$ cat src/rtl/best_fit_group_allocator_unit_assert.svh
// Assertion macros used by the allocator table engine RTL.
// Every check is sampled on the rising clock edge and is switched off while reset is low.
`ifndef BEST_FIT_GROUP_ALLOCATOR_UNIT_ASSERT_SVH
`define BEST_FIT_GROUP_ALLOCATOR_UNIT_ASSERT_SVH

// A condition that must hold at every edge.
`define BFGA_ASSERT(label, clk, rst_n, expr, msg) \
    label: assert property (@(posedge clk) disable iff (!rst_n) (expr)) \
        else $error(msg);

// When the first condition holds, the second must hold at the same edge.
`define BFGA_ASSERT_IMPL(label, clk, rst_n, ante, cons, msg) \
    label: assert property (@(posedge clk) disable iff (!rst_n) (ante) |-> (cons)) \
        else $error(msg);

// When the first condition holds, the second must hold at the next edge.
`define BFGA_ASSERT_NEXT(label, clk, rst_n, ante, cons, msg) \
    label: assert property (@(posedge clk) disable iff (!rst_n) (ante) |=> (cons)) \
        else $error(msg);

`endif

$ cat src/rtl/bfga_pkg.sv
package bfga_pkg;

    // Field widths
    localparam int CMD_W   = 2;
    localparam int BLK_W   = 19;
    localparam int START_W = 10;
    localparam int GRP_W   = 11;
    localparam int BPG_W   = 9;
    localparam int STAT_W  = 2;

    // Pool size in groups; one chunk covers it after reset or clear
    localparam logic [GRP_W-1:0] POOL_GROUPS = 11'd1024;

    // Defaults for the top-level parameters
    localparam int MAX_CHUNKS_DEF = 16;
    localparam int JOB_DEPTH_DEF  = 2;
    localparam int RES_DEPTH_DEF  = 2;

    // Configuration register map: word index taken from paddr[2]
    localparam int  ADDR_W    = 3;
    localparam logic REG_BPG  = 1'b0;
    localparam logic [BPG_W-1:0] BPG_RESET = 9'd1;

    typedef enum logic [CMD_W-1:0] {
        CMD_ALLOC  = 2'd0,
        CMD_APPEND = 2'd1,
        CMD_CLEAR  = 2'd2,
        CMD_NONE   = 2'd3
    } t_cmd;

    typedef enum logic [STAT_W-1:0] {
        ST_DONE  = 2'd0,
        ST_NOFIT = 2'd1,
        ST_EMPTY = 2'd2,
        ST_FULL  = 2'd3
    } t_status;

    // Classified command handed from the front end to the table engine
    typedef struct packed {
        t_cmd               cmd;
        logic [BLK_W-1:0]   need;
        logic [START_W-1:0] estart;
        logic [GRP_W-1:0]   egroups;
    } t_job;

    // One result item
    typedef struct packed {
        t_status            status;
        logic [START_W-1:0] start;
        logic [GRP_W-1:0]   groups;
    } t_result;

endpackage

$ cat src/rtl/bfga_queue.sv
module bfga_queue #(
    parameter int DEPTH = 2,
    parameter int WIDTH = 8
) (
    input  logic             i_clk,
    input  logic             i_rst_n,
    input  logic             i_push,
    input  logic [WIDTH-1:0] i_data,
    output logic             o_full,
    input  logic             i_pop,
    output logic [WIDTH-1:0] o_data,
    output logic             o_empty
);

    localparam int PW = $clog2(DEPTH);
    localparam int CW = $clog2(DEPTH + 1);

    logic [WIDTH-1:0] r_mem [DEPTH];
    logic [PW-1:0]    r_wr_ptr;
    logic [PW-1:0]    r_rd_ptr;
    logic [CW-1:0]    r_count;
    logic             do_push;
    logic             do_pop;

    assign o_full  = (r_count == CW'(DEPTH));
    assign o_empty = (r_count == '0);
    assign o_data  = r_mem[r_rd_ptr];
    assign do_push = i_push && !o_full;
    assign do_pop  = i_pop && !o_empty;

    // Pointers and fill level
    always_ff @(posedge i_clk) begin
        if (!i_rst_n) begin
            r_wr_ptr <= '0;
            r_rd_ptr <= '0;
            r_count  <= '0;
        end else begin
            if (do_push) begin
                r_wr_ptr <= (r_wr_ptr == PW'(DEPTH - 1)) ? '0 : r_wr_ptr + PW'(1);
            end
            if (do_pop) begin
                r_rd_ptr <= (r_rd_ptr == PW'(DEPTH - 1)) ? '0 : r_rd_ptr + PW'(1);
            end
            if (do_push && !do_pop) begin
                r_count <= r_count + CW'(1);
            end else if (do_pop && !do_push) begin
                r_count <= r_count - CW'(1);
            end
        end
    end

    // Storage
    always_ff @(posedge i_clk) begin
        if (do_push) begin
            r_mem[r_wr_ptr] <= i_data;
        end
    end

endmodule

$ cat src/rtl/bfga_front.sv
module bfga_front (
    input  logic                              i_clk,
    input  logic                              i_rst_n,
    input  logic                              i_push,
    output logic                              o_full,
    input  logic [bfga_pkg::CMD_W-1:0]        i_command,
    input  logic [bfga_pkg::BLK_W-1:0]        i_block_count,
    input  logic [bfga_pkg::START_W-1:0]      i_entry_start,
    input  logic [bfga_pkg::GRP_W-1:0]        i_entry_groups,
    input  logic [bfga_pkg::BPG_W-1:0]        i_bpg,
    output logic                              o_job_push,
    output bfga_pkg::t_job                    o_job,
    input  logic                              i_job_full
);

    import bfga_pkg::*;

    localparam int STEP_W = $clog2(BLK_W);

    typedef enum logic [1:0] {
        F_IDLE,
        F_DIV,
        F_ROUND,
        F_PUSH
    } t_state;

    t_state             r_state;
    t_cmd               r_cmd;
    logic [BLK_W-1:0]   r_dvd;
    logic [BPG_W-1:0]   r_rem;
    logic [BPG_W-1:0]   r_unit;
    logic [STEP_W-1:0]  r_step;
    logic [BLK_W-1:0]   r_need;
    logic [START_W-1:0] r_estart;
    logic [GRP_W-1:0]   r_egroups;

    logic [BPG_W:0]     rem_sh;
    logic [BPG_W:0]     rem_nx;
    logic               q_bit;

    // One restoring division step: remainder shifts in the next dividend bit
    always_comb begin
        rem_sh = {r_rem, r_dvd[BLK_W-1]};
        q_bit  = (rem_sh >= {1'b0, r_unit});
        rem_nx = q_bit ? (rem_sh - {1'b0, r_unit}) : rem_sh;
    end

    assign o_full     = (r_state != F_IDLE);
    assign o_job_push = (r_state == F_PUSH) && !i_job_full;

    always_comb begin
        o_job.cmd     = r_cmd;
        o_job.need    = r_need;
        o_job.estart  = r_estart;
        o_job.egroups = r_egroups;
    end

    // Sequencer: accept, divide for an allocate, round up, hand over
    always_ff @(posedge i_clk) begin
        if (!i_rst_n) begin
            r_state <= F_IDLE;
        end else begin
            unique case (r_state)
                F_IDLE: begin
                    if (i_push) begin
                        r_cmd     <= t_cmd'(i_command);
                        r_estart  <= i_entry_start;
                        r_egroups <= i_entry_groups;
                        // a group size of zero counts as one
                        r_unit    <= (i_bpg == '0) ? BPG_W'(1) : i_bpg;
                        r_dvd     <= i_block_count;
                        r_rem     <= '0;
                        r_step    <= '0;
                        r_need    <= '0;
                        r_state   <= (t_cmd'(i_command) == CMD_ALLOC) ? F_DIV : F_PUSH;
                    end
                end
                F_DIV: begin
                    r_rem <= rem_nx[BPG_W-1:0];
                    r_dvd <= {r_dvd[BLK_W-2:0], q_bit};
                    if (r_step == STEP_W'(BLK_W - 1)) begin
                        r_state <= F_ROUND;
                    end else begin
                        r_step <= r_step + STEP_W'(1);
                    end
                end
                F_ROUND: begin
                    // quotient plus one where a remainder is left
                    r_need  <= r_dvd + BLK_W'(r_rem != '0);
                    r_state <= F_PUSH;
                end
                F_PUSH: begin
                    if (!i_job_full) begin
                        r_state <= F_IDLE;
                    end
                end
                default: r_state <= F_IDLE;
            endcase
        end
    end

endmodule

$ cat src/rtl/bfga_back.sv
`include "best_fit_group_allocator_unit_assert.svh"

module bfga_back #(
    parameter int MAX_CHUNKS = bfga_pkg::MAX_CHUNKS_DEF
) (
    input  logic              i_clk,
    input  logic              i_rst_n,
    input  bfga_pkg::t_job    i_job,
    input  logic              i_job_empty,
    output logic              o_job_pop,
    output logic              o_res_push,
    output bfga_pkg::t_result o_res,
    input  logic              i_res_full
);

    import bfga_pkg::*;

    localparam int IW = $clog2(MAX_CHUNKS);
    localparam int CW = $clog2(MAX_CHUNKS + 1);
    localparam int EW = START_W + GRP_W;

    typedef enum logic [1:0] {
        S_IDLE,
        S_SCAN,
        S_APPLY,
        S_SHIFT
    } t_state;

    // Chunk table: start in the upper bits, size in the lower
    logic [EW-1:0]      r_mem [MAX_CHUNKS];
    logic [EW-1:0]      r_rd_data;
    logic               r_rd0;

    t_state             r_state;
    logic [CW-1:0]      r_count;
    logic               r_e0_def;
    logic [BLK_W-1:0]   r_need;
    logic [IW-1:0]      r_idx;
    logic [IW-1:0]      r_best;
    logic [START_W-1:0] r_best_start;
    logic [GRP_W-1:0]   r_best_groups;
    logic               r_found;
    logic [IW-1:0]      r_wr_ptr;
    logic               r_res_push;
    t_result            r_res;

    logic [IW-1:0]      rd_addr;
    logic               we;
    logic [IW-1:0]      wr_addr;
    logic [EW-1:0]      wr_data;
    logic [START_W-1:0] d_start;
    logic [GRP_W-1:0]   d_groups;
    logic               fits;
    logic               exact;
    logic               better;
    logic               scan_last;
    logic               best_last;
    logic               shift_last;
    logic               best_exact;

    assign o_res_push = r_res_push;
    assign o_res      = r_res;

    // Entry 0 reads as the whole pool until it is first written
    always_comb begin
        if (r_rd0 && r_e0_def) begin
            d_start  = '0;
            d_groups = POOL_GROUPS;
        end else begin
            d_start  = r_rd_data[EW-1:GRP_W];
            d_groups = r_rd_data[GRP_W-1:0];
        end
    end

    // Fit tests on the entry under scan
    always_comb begin
        fits       = (r_need <= BLK_W'(d_groups));
        exact      = (r_need == BLK_W'(d_groups));
        better     = fits && (!r_found || (d_groups < r_best_groups));
        scan_last  = (CW'(r_idx) + CW'(1) == r_count);
        best_last  = (CW'(r_best) + CW'(1) == r_count);
        shift_last = (CW'(r_wr_ptr) + CW'(2) == r_count);
        best_exact = (r_best_groups == r_need[GRP_W-1:0]);
    end

    // Take a job only with room for its result already settled
    assign o_job_pop = (r_state == S_IDLE) && !i_job_empty && !i_res_full && !r_res_push;

    // Table read and write ports
    always_comb begin
        rd_addr = '0;
        we      = 1'b0;
        wr_addr = '0;
        wr_data = '0;
        unique case (r_state)
            S_IDLE: begin
                if (o_job_pop && (i_job.cmd == CMD_APPEND) &&
                    (r_count != CW'(MAX_CHUNKS)) && (i_job.egroups != '0)) begin
                    we      = 1'b1;
                    wr_addr = r_count[IW-1:0];
                    wr_data = {i_job.estart, i_job.egroups};
                end
            end
            S_SCAN: begin
                rd_addr = r_idx + IW'(1);
            end
            S_APPLY: begin
                rd_addr = r_best + IW'(1);
                if (r_found && !best_exact) begin
                    // split: start moves past the grant, size shrinks by it
                    we      = 1'b1;
                    wr_addr = r_best;
                    wr_data = {r_best_start + r_need[START_W-1:0],
                               r_best_groups - r_need[GRP_W-1:0]};
                end
            end
            S_SHIFT: begin
                rd_addr = r_wr_ptr + IW'(2);
                we      = 1'b1;
                wr_addr = r_wr_ptr;
                wr_data = {d_start, d_groups};
            end
            default: rd_addr = '0;
        endcase
    end

    always_ff @(posedge i_clk) begin
        if (we) begin
            r_mem[wr_addr] <= wr_data;
        end
        r_rd_data <= r_mem[rd_addr];
        r_rd0     <= (rd_addr == '0);
    end

    // Table engine
    always_ff @(posedge i_clk) begin
        if (!i_rst_n) begin
            r_state    <= S_IDLE;
            r_count    <= CW'(1);
            r_e0_def   <= 1'b1;
            r_found    <= 1'b0;
            r_res_push <= 1'b0;
        end else begin
            r_res_push <= 1'b0;
            if (we && (wr_addr == '0)) begin
                r_e0_def <= 1'b0;
            end
            unique case (r_state)
                S_IDLE: begin
                    if (o_job_pop) begin
                        r_need <= i_job.need;
                        r_res  <= '{status: ST_DONE, start: '0, groups: '0};
                        unique case (i_job.cmd)
                            CMD_ALLOC: begin
                                if (r_count == '0) begin
                                    r_res.status <= ST_EMPTY;
                                    r_res_push   <= 1'b1;
                                end else if (i_job.need == '0) begin
                                    r_res.status <= ST_NOFIT;
                                    r_res_push   <= 1'b1;
                                end else begin
                                    r_idx   <= '0;
                                    r_found <= 1'b0;
                                    r_state <= S_SCAN;
                                end
                            end
                            CMD_APPEND: begin
                                r_res_push <= 1'b1;
                                if (r_count == CW'(MAX_CHUNKS)) begin
                                    r_res.status <= ST_FULL;
                                end else if (i_job.egroups == '0) begin
                                    r_res.status <= ST_NOFIT;
                                end else begin
                                    r_count <= r_count + CW'(1);
                                end
                            end
                            CMD_CLEAR: begin
                                r_count    <= CW'(1);
                                r_e0_def   <= 1'b1;
                                r_res_push <= 1'b1;
                            end
                            CMD_NONE: begin
                                r_res_push <= 1'b1;
                            end
                            default: r_res_push <= 1'b1;
                        endcase
                    end
                end
                S_SCAN: begin
                    // exact fit stops the scan; otherwise keep smallest leftover
                    if (exact) begin
                        r_best        <= r_idx;
                        r_best_start  <= d_start;
                        r_best_groups <= d_groups;
                        r_found       <= 1'b1;
                        r_state       <= S_APPLY;
                    end else begin
                        if (better) begin
                            r_best        <= r_idx;
                            r_best_start  <= d_start;
                            r_best_groups <= d_groups;
                            r_found       <= 1'b1;
                        end
                        if (scan_last) begin
                            r_state <= S_APPLY;
                        end else begin
                            r_idx <= r_idx + IW'(1);
                        end
                    end
                end
                S_APPLY: begin
                    r_res_push <= 1'b1;
                    r_state    <= S_IDLE;
                    if (!r_found) begin
                        r_res.status <= ST_NOFIT;
                    end else begin
                        r_res.status <= ST_DONE;
                        r_res.start  <= r_best_start;
                        r_res.groups <= r_need[GRP_W-1:0];
                        if (best_exact) begin
                            if (best_last) begin
                                r_count <= r_count - CW'(1);
                            end else begin
                                r_wr_ptr <= r_best;
                                r_state  <= S_SHIFT;
                            end
                        end
                    end
                end
                S_SHIFT: begin
                    // close the gap one entry a cycle
                    if (shift_last) begin
                        r_count <= r_count - CW'(1);
                        r_state <= S_IDLE;
                    end else begin
                        r_wr_ptr <= r_wr_ptr + IW'(1);
                    end
                end
                default: r_state <= S_IDLE;
            endcase
        end
    end

    `BFGA_ASSERT(a_count_max, i_clk, i_rst_n, r_count <= CW'(MAX_CHUNKS), "chunk count over table depth")
    `BFGA_ASSERT_IMPL(a_res_room, i_clk, i_rst_n, r_res_push, !i_res_full, "result transfer into full queue")
    `BFGA_ASSERT_IMPL(a_shift_exact, i_clk, i_rst_n, r_state == S_SHIFT, r_found && best_exact, "gap closing without exact fit")
    `BFGA_ASSERT_IMPL(a_grant_fits, i_clk, i_rst_n, (r_state == S_APPLY) && r_found, r_need <= BLK_W'(r_best_groups), "chosen chunk smaller than request")
    `BFGA_ASSERT_NEXT(a_shift_count, i_clk, i_rst_n, (r_state == S_SHIFT) && shift_last, r_count == $past(r_count) - CW'(1), "chunk count not reduced after removal")

endmodule

$ cat src/rtl/best_fit_group_allocator_unit.sv
// Best-fit group allocator over a table of free chunks.
// Input channel: drive the command fields and raise push; a transfer happens
// on a rising edge with push high and full low. Results: while empty is low,
// the oldest result sits on o_status, o_granted_start and o_granted_groups;
// it is removed on a rising edge with pop high.
// Configuration: APB write to byte address 0 sets blocks_per_group (0 acts as 1).
// The front end takes one item at a time, divides the block count by the
// group size one quotient bit a cycle, rounds up, and posts a job; other
// commands skip the division. The table engine pops jobs: an allocate scans
// up to chunk_count entries, one a cycle, through the table memory read
// port, stopping at an exact fit, then applies the grant; an exact fit short
// of the last entry closes the gap, one entry a cycle, as the result is
// posted. The front end can accept a new item once its job is posted,
// while the engine still works on earlier jobs. Each result is registered
// in the engine and then passes through the result queue to the ports.
// Reset: one chunk covers the whole pool, both queues are empty and
// blocks_per_group is 1. No clearing pass is needed.
// A stalled receiver fills the RES_DEPTH-entry result queue, the engine then
// holds, the JOB_DEPTH-entry job queue fills and full stays high until pop.
module best_fit_group_allocator_unit #(
    parameter int MAX_CHUNKS = bfga_pkg::MAX_CHUNKS_DEF,
    parameter int JOB_DEPTH  = bfga_pkg::JOB_DEPTH_DEF,
    parameter int RES_DEPTH  = bfga_pkg::RES_DEPTH_DEF
) (
    input  logic                              i_clk,
    input  logic                              i_rst_n,
    input  logic                              push,
    output logic                              full,
    input  logic [bfga_pkg::CMD_W-1:0]        i_command,
    input  logic [bfga_pkg::BLK_W-1:0]        i_block_count,
    input  logic [bfga_pkg::START_W-1:0]      i_entry_start,
    input  logic [bfga_pkg::GRP_W-1:0]        i_entry_groups,
    output logic                              empty,
    input  logic                              pop,
    output logic [bfga_pkg::STAT_W-1:0]       o_status,
    output logic [bfga_pkg::START_W-1:0]      o_granted_start,
    output logic [bfga_pkg::GRP_W-1:0]        o_granted_groups,
    input  logic                              psel,
    input  logic                              penable,
    input  logic                              pwrite,
    input  logic [bfga_pkg::ADDR_W-1:0]       paddr,
    input  logic [31:0]                       pwdata,
    output logic [31:0]                       prdata,
    output logic                              pready
);

    import bfga_pkg::*;

    logic [BPG_W-1:0]      r_bpg;
    logic                  job_push;
    t_job                  job_in;
    logic                  job_full;
    logic [$bits(t_job)-1:0] jobq_data;
    t_job                  job_out;
    logic                  job_empty;
    logic                  job_pop;
    logic                  res_push;
    t_result               res_in;
    logic                  res_full;
    logic [$bits(t_result)-1:0] resq_data;
    t_result               res_out;

    // Configuration register
    assign pready = 1'b1;
    assign prdata = (paddr[2] == REG_BPG) ? {{(32 - BPG_W){1'b0}}, r_bpg} : '0;

    always_ff @(posedge i_clk) begin
        if (!i_rst_n) begin
            r_bpg <= BPG_RESET;
        end else if (psel && penable && pwrite && pready && (paddr[2] == REG_BPG)) begin
            r_bpg <= pwdata[BPG_W-1:0];
        end
    end

    // Front end: accept and classify
    bfga_front u_front (
        .i_clk          (i_clk),
        .i_rst_n        (i_rst_n),
        .i_push         (push),
        .o_full         (full),
        .i_command      (i_command),
        .i_block_count  (i_block_count),
        .i_entry_start  (i_entry_start),
        .i_entry_groups (i_entry_groups),
        .i_bpg          (r_bpg),
        .o_job_push     (job_push),
        .o_job          (job_in),
        .i_job_full     (job_full)
    );

    // Job queue between the two halves
    bfga_queue #(
        .DEPTH (JOB_DEPTH),
        .WIDTH ($bits(t_job))
    ) u_job_q (
        .i_clk   (i_clk),
        .i_rst_n (i_rst_n),
        .i_push  (job_push),
        .i_data  (job_in),
        .o_full  (job_full),
        .i_pop   (job_pop),
        .o_data  (jobq_data),
        .o_empty (job_empty)
    );

    assign job_out = t_job'(jobq_data);

    // Table engine
    bfga_back #(
        .MAX_CHUNKS (MAX_CHUNKS)
    ) u_back (
        .i_clk       (i_clk),
        .i_rst_n     (i_rst_n),
        .i_job       (job_out),
        .i_job_empty (job_empty),
        .o_job_pop   (job_pop),
        .o_res_push  (res_push),
        .o_res       (res_in),
        .i_res_full  (res_full)
    );

    // Result queue facing the receiver
    bfga_queue #(
        .DEPTH (RES_DEPTH),
        .WIDTH ($bits(t_result))
    ) u_res_q (
        .i_clk   (i_clk),
        .i_rst_n (i_rst_n),
        .i_push  (res_push),
        .i_data  (res_in),
        .o_full  (res_full),
        .i_pop   (pop),
        .o_data  (resq_data),
        .o_empty (empty)
    );

    assign res_out          = t_result'(resq_data);
    assign o_status         = res_out.status;
    assign o_granted_start  = res_out.start;
    assign o_granted_groups = res_out.groups;

endmodule
$ cat config.mk
export PLATFORM = sky130hd
export DESIGN_NAME = best_fit_group_allocator_unit
export DESIGN_NICKNAME = d
export VERILOG_FILES = /design/src/rtl/bfga_pkg.sv /design/src/rtl/bfga_queue.sv /design/src/rtl/bfga_front.sv /design/src/rtl/bfga_back.sv /design/src/rtl/best_fit_group_allocator_unit.sv
export VERILOG_INCLUDE_DIRS = /design/src /design/src/rtl
export SDC_FILE = /design/constraint.sdc
export NUM_CORES = 1
export LEC_CHECK = 0
export ABC_AREA = 1
export BUFFER_PORTS_ARGS = -buffer_cell sky130_fd_sc_hd__buf_2
export CORE_MARGIN = 5
export CORE_UTILIZATION = 40
export DETAILED_ROUTE_END_ITERATION = 6
export SYNTH_ARGS = -nofsm -noshare
export SYNTH_HDL_FRONTEND = slang
export SYNTH_SLANG_ARGS = --single-unit
$ cat constraint.sdc
create_clock -name i_clk -period 5 [get_ports i_clk]
set_input_delay 1 -clock i_clk [delete_from_list [all_inputs] [get_ports i_clk]]
set_output_delay 1 -clock i_clk [all_outputs]
set_load 0.02 [all_outputs]
==> flow_metrics.py <==
metrics = {
    "status": {
        "status": "complete, no violations",
    },
    "grt": {
        "grt_start_max_net_pins": 124,
        "grt_pass1_wl_um": 107000,
        "grt_pass1_vias": 19000,
        "grt_overflow": 0,
        "track_usage_pct": 17.5,
        "antenna_found_initial": 0,
    },
    "synthesis": {
        "ys_warn_count": 0,
        "synth_top_area_share_pct": 63.3,
        "ys_ff_latch": 678,
        "synth.distinct_cells": 48,
        "synth_ff_type": "edfxtp_1",
        "synth_area_leaders": "edfxtp_1 63%, nand2_1 4.8%, o21ai_0 4.0%",
        "synth-edff-count": 625,
        "netlist_area_sq_um": 29600,
        "synth_cells": 2610,
        "synth_sequential_area_ratio_pct": 66.9,
        "async_reset_ff_share_pct": 0,
        "yosysTopAreaCell": "edfxtp_1",
        "yosys-top-cells-count": "625 x edfxtp_1, 377 x nand2_1, 304 x nor2_1",
        "yosys.cell_count.top_type": "edfxtp_1",
        "syn_avg_cell_area_sq_um": 11.4,
    },
    "timing": {
        "fmax_ghz": 0.250,
        "setup_tns_ns": 0,
        "worst_slack_ns": 0.994,
        "finalHoldViolCount": 0,
        "worst_slew_pin_slew_ns": 1.41,
        "rsz0062_at_grt": "false",
        "slew-limit-headroom_pct": 5.84,
        "maxSlewViolCount": 0,
        "finalSetupViolCount": 0,
        "fin_crit_sh_pct": 80.1,
        "post-route-min-period_ns": 4.01,
        "worst_clock_skew_ns": 0.0240,
    },
    "detailed_routing": {
        "routedWlPerCell_um": 19.1,
        "drc": 0,
        "vias_per_cell": 5.18,
        "routed_wl_um": 71200,
        "ant_nets": 0,
        "drtIter0Drc": 1691,
        "dr.pass1.iters": 5,
        "via_count": 19300,
    },
    "worst_setup_path": {
        "worst_ep_required_time_ns": 5.21,
        "regToRegSetupSlack_ns": 0.99,
        "crit_fanout": 18,
        "path_cells": "inv_2, or2_2, o21ai_0, ha_1, inv_1, nor3_4, nand2_2, o221ai_1",
        "arrival_ns": 4.22,
        "crit_slowest_cell": "o221ai_1",
        "cp-end-kind": "flop",
        "crit_path_end": "u_back.r_mem[11][3]",
        "path_class": "reg -> reg",
        "r2r_cells": 8,
        "max_stage_delay_ns": 1.12,
        "start_kind": "flop",
        "reg2reg_to": "u_back.r_mem[11][3]",
    },
    "place": {
        "dp_cells": 3589,
        "dp_hpwl_um": 44800,
        "pre_cts_ws_ns": 1.03,
        "io_buffers": 92,
        "gp_congestion": 0.921,
    },
    "final_layout": {
        "drive_gt1_share_pct": 11.4,
        "regArea_sq_um": 19800,
        "syn2layout_area_growth_pct": 12.8,
        "multi_input_area_sq_um": 8170,
        "fin_nets": 2860,
        "fill_cells": 6569,
        "finalNonFillerCells": 3723,
        "diodes": 0,
    },
    "die": {
        "dieArea_sq_um": 79600,
        "die_w_um": 282,
        "io_pins": 142,
        "rows": 99,
        "die_h_um": 282,
        "initial_utilization_pct": 40.5,
        "coreArea_sq_um": 73200,
    },
    "clock_network": {
        "clock_path_buffers": 3,
        "cts_resized": 0,
        "path_clk_slew_ns": 0.06,
        "h-tree-depth": 3,
        "root_buffer": "clkbuf_16",
        "clock_sinks": 678,
        "insertion_delay_ns": 0.62,
        "post_cts_buffers": 0,
        "cts_tree": "built",
        "cts.hold.buffers_added": 0,
        "numCtsBuffers": 73,
    },
    "power": {
        "ir_drop_mv": 0.314,
        "pwr_density_cell_nw_per_um2": 540,
        "p_leak_nw": 12.7,
    },
    "run": {
        "drv_cap": 0,
    },
    "min_path": {
        "hp-class": "reg -> reg",
    },
}
## per-layer routing
layer	vias up	share of wire [%]	track usage (%)	routed length, um
li1	9249	-	-	-
met1	9283	43	22.9	30800
met2	640	47	29.2	33700
met3	114	6.8	3.68	4810
met4	0	2.6	5.83	1820
met5	-	0	0	0
## worst min path at each step
stage,start,end,slack [ns],cells after the start
after floorplan,u_back.r_e0_def,u_back.r_e0_def,0.42,2
after global placement,r_bpg[4],u_front.r_unit[4],0.42,0
after detailed placement,r_bpg[3],u_front.r_unit[3],0.42,0
after CTS,r_bpg[3],u_front.r_unit[3],0.43,0
after global routing,r_bpg[3],u_front.r_unit[3],0.45,0
final,r_bpg[3],u_front.r_unit[3],0.43,0
## sequential cells by signal (all words and copies together) (netlist names), 4 cells and up, named ones only
register / count
u_front.r_egroups: 11
u_front.r_rem: 9
u_back.r_best_start: 10
r_bpg: 9
u_front.r_unit: 9
u_job_q.r_mem: 84
u_back.o_res: 23
u_back.r_wr_ptr: 4
u_back.r_mem: 336
u_back.r_best: 4
u_res_q.r_mem: 46
u_front.r_dvd: 19
u_front.r_estart: 10
u_front.r_step: 5
u_back.r_count: 5
u_back.r_rd_data: 21
u_front.r_need: 19
u_back.r_need: 19
u_back.r_best_groups: 11
u_back.r_idx: 4
## final cells by class
class / count / share of cell area, %
timing repair buffer: 134 / 2.47
inverter: 276 / 3.11
clock inverter: 28 / 0.872
tap: 959 / 3.59
sequential: 678 / 59.3
clock buffer: 106 / 6.18
multi-input combinational: 1542 / 24.5
## logic make-up after synthesis
group                      synth area share [%]
xor gates and xnor gates                   1.03
other                                    0.0253
and+or+nand+nor                            12.6
AOI/OAI and AO/OA                          9.45
adders and majority gates                  3.07
DFF                                        66.9
buffers and inverters                      6.02
muxes                                     0.874
## layout by cell type, fill, tap and decap left out, types with 3 or more instances in the layout
cell / Yosys / layout
edfxtp_1: 625 / 625
inv_2: 10 / 9
buf_12: 0 / 4
o21ai_0: 238 / 238
a31oi_1: 5 / 5
nor2_1: 304 / 283
o21a_1: 20 / 20
inv_1: 263 / 263
a211oi_1: 3 / 3
nor2_4: 3 / 5
bufinv_16: 0 / 4
nand2_2: 3 / 3
dfxtp_1: 53 / 53
a21oi_1: 115 / 113
o21bai_1: 5 / 5
xor2_1: 22 / 22
o22ai_1: 3 / 3
nor3_1: 14 / 13
o221ai_1: 8 / 8
o211ai_1: 74 / 74
nor4_1: 5 / 5
xnor2_1: 13 / 13
nor2_2: 2 / 21
nand4_1: 20 / 20
ha_1: 68 / 68
nand3_1: 145 / 145
or2_2: 8 / 8
clkbuf_8: 0 / 5
clkinv_1: 2 / 10
buf_4: 32 / 38
clkbuf_1: 50 / 25
clkinv_4: 0 / 3
nand2_1: 377 / 377
clkbuf_16: 0 / 76
buf_2: 38 / 92
fa_1: 3 / 3
o21ai_1: 20 / 20
clkinv_2: 0 / 8
conb_1: 2 / 24
mux2_2: 23 / 23
## critical path: cells and delay by family (launching register included)
| kind | cells | cell delay [ns] |
|---|---|---|
| adders and majority gates | 1 | 0.31 |
| AOI/OAI and AO/OA | 2 | 1.31 |
| and+or+nand+nor | 3 | 0.83 |
| DFF | 1 | 0.72 |
| buffers and inverters | 2 | 0.42 |
## through the flow
| stage | area, sq um | hold WS [ns] | utilization [%] | total power, mW |
|---|---|---|---|---|
| 2_1_floorplan | 29700 | 0.419 | - | 11.3 |
| 3_3_place_gp | 31100 | 0.416 | 42.4 | 12.8 |
| 3_5_place_dp | 31100 | 0.419 | 42.4 | 12.9 |
| 4_1_cts | 33400 | 0.434 | 45.7 | 18.2 |
| 5_1_grt | 33400 | 0.448 | 45.7 | 19.1 |
| 6_report | 33400 | 0.431 | 45.7 | 18.1 |
## power breakdown
part           internal [mW]  switching (mW)
registers               7.27           0.438
clock network           3.10            2.15
logic                   1.53            3.57
total                   11.9            6.16
(Power assumes the default switching activity.)
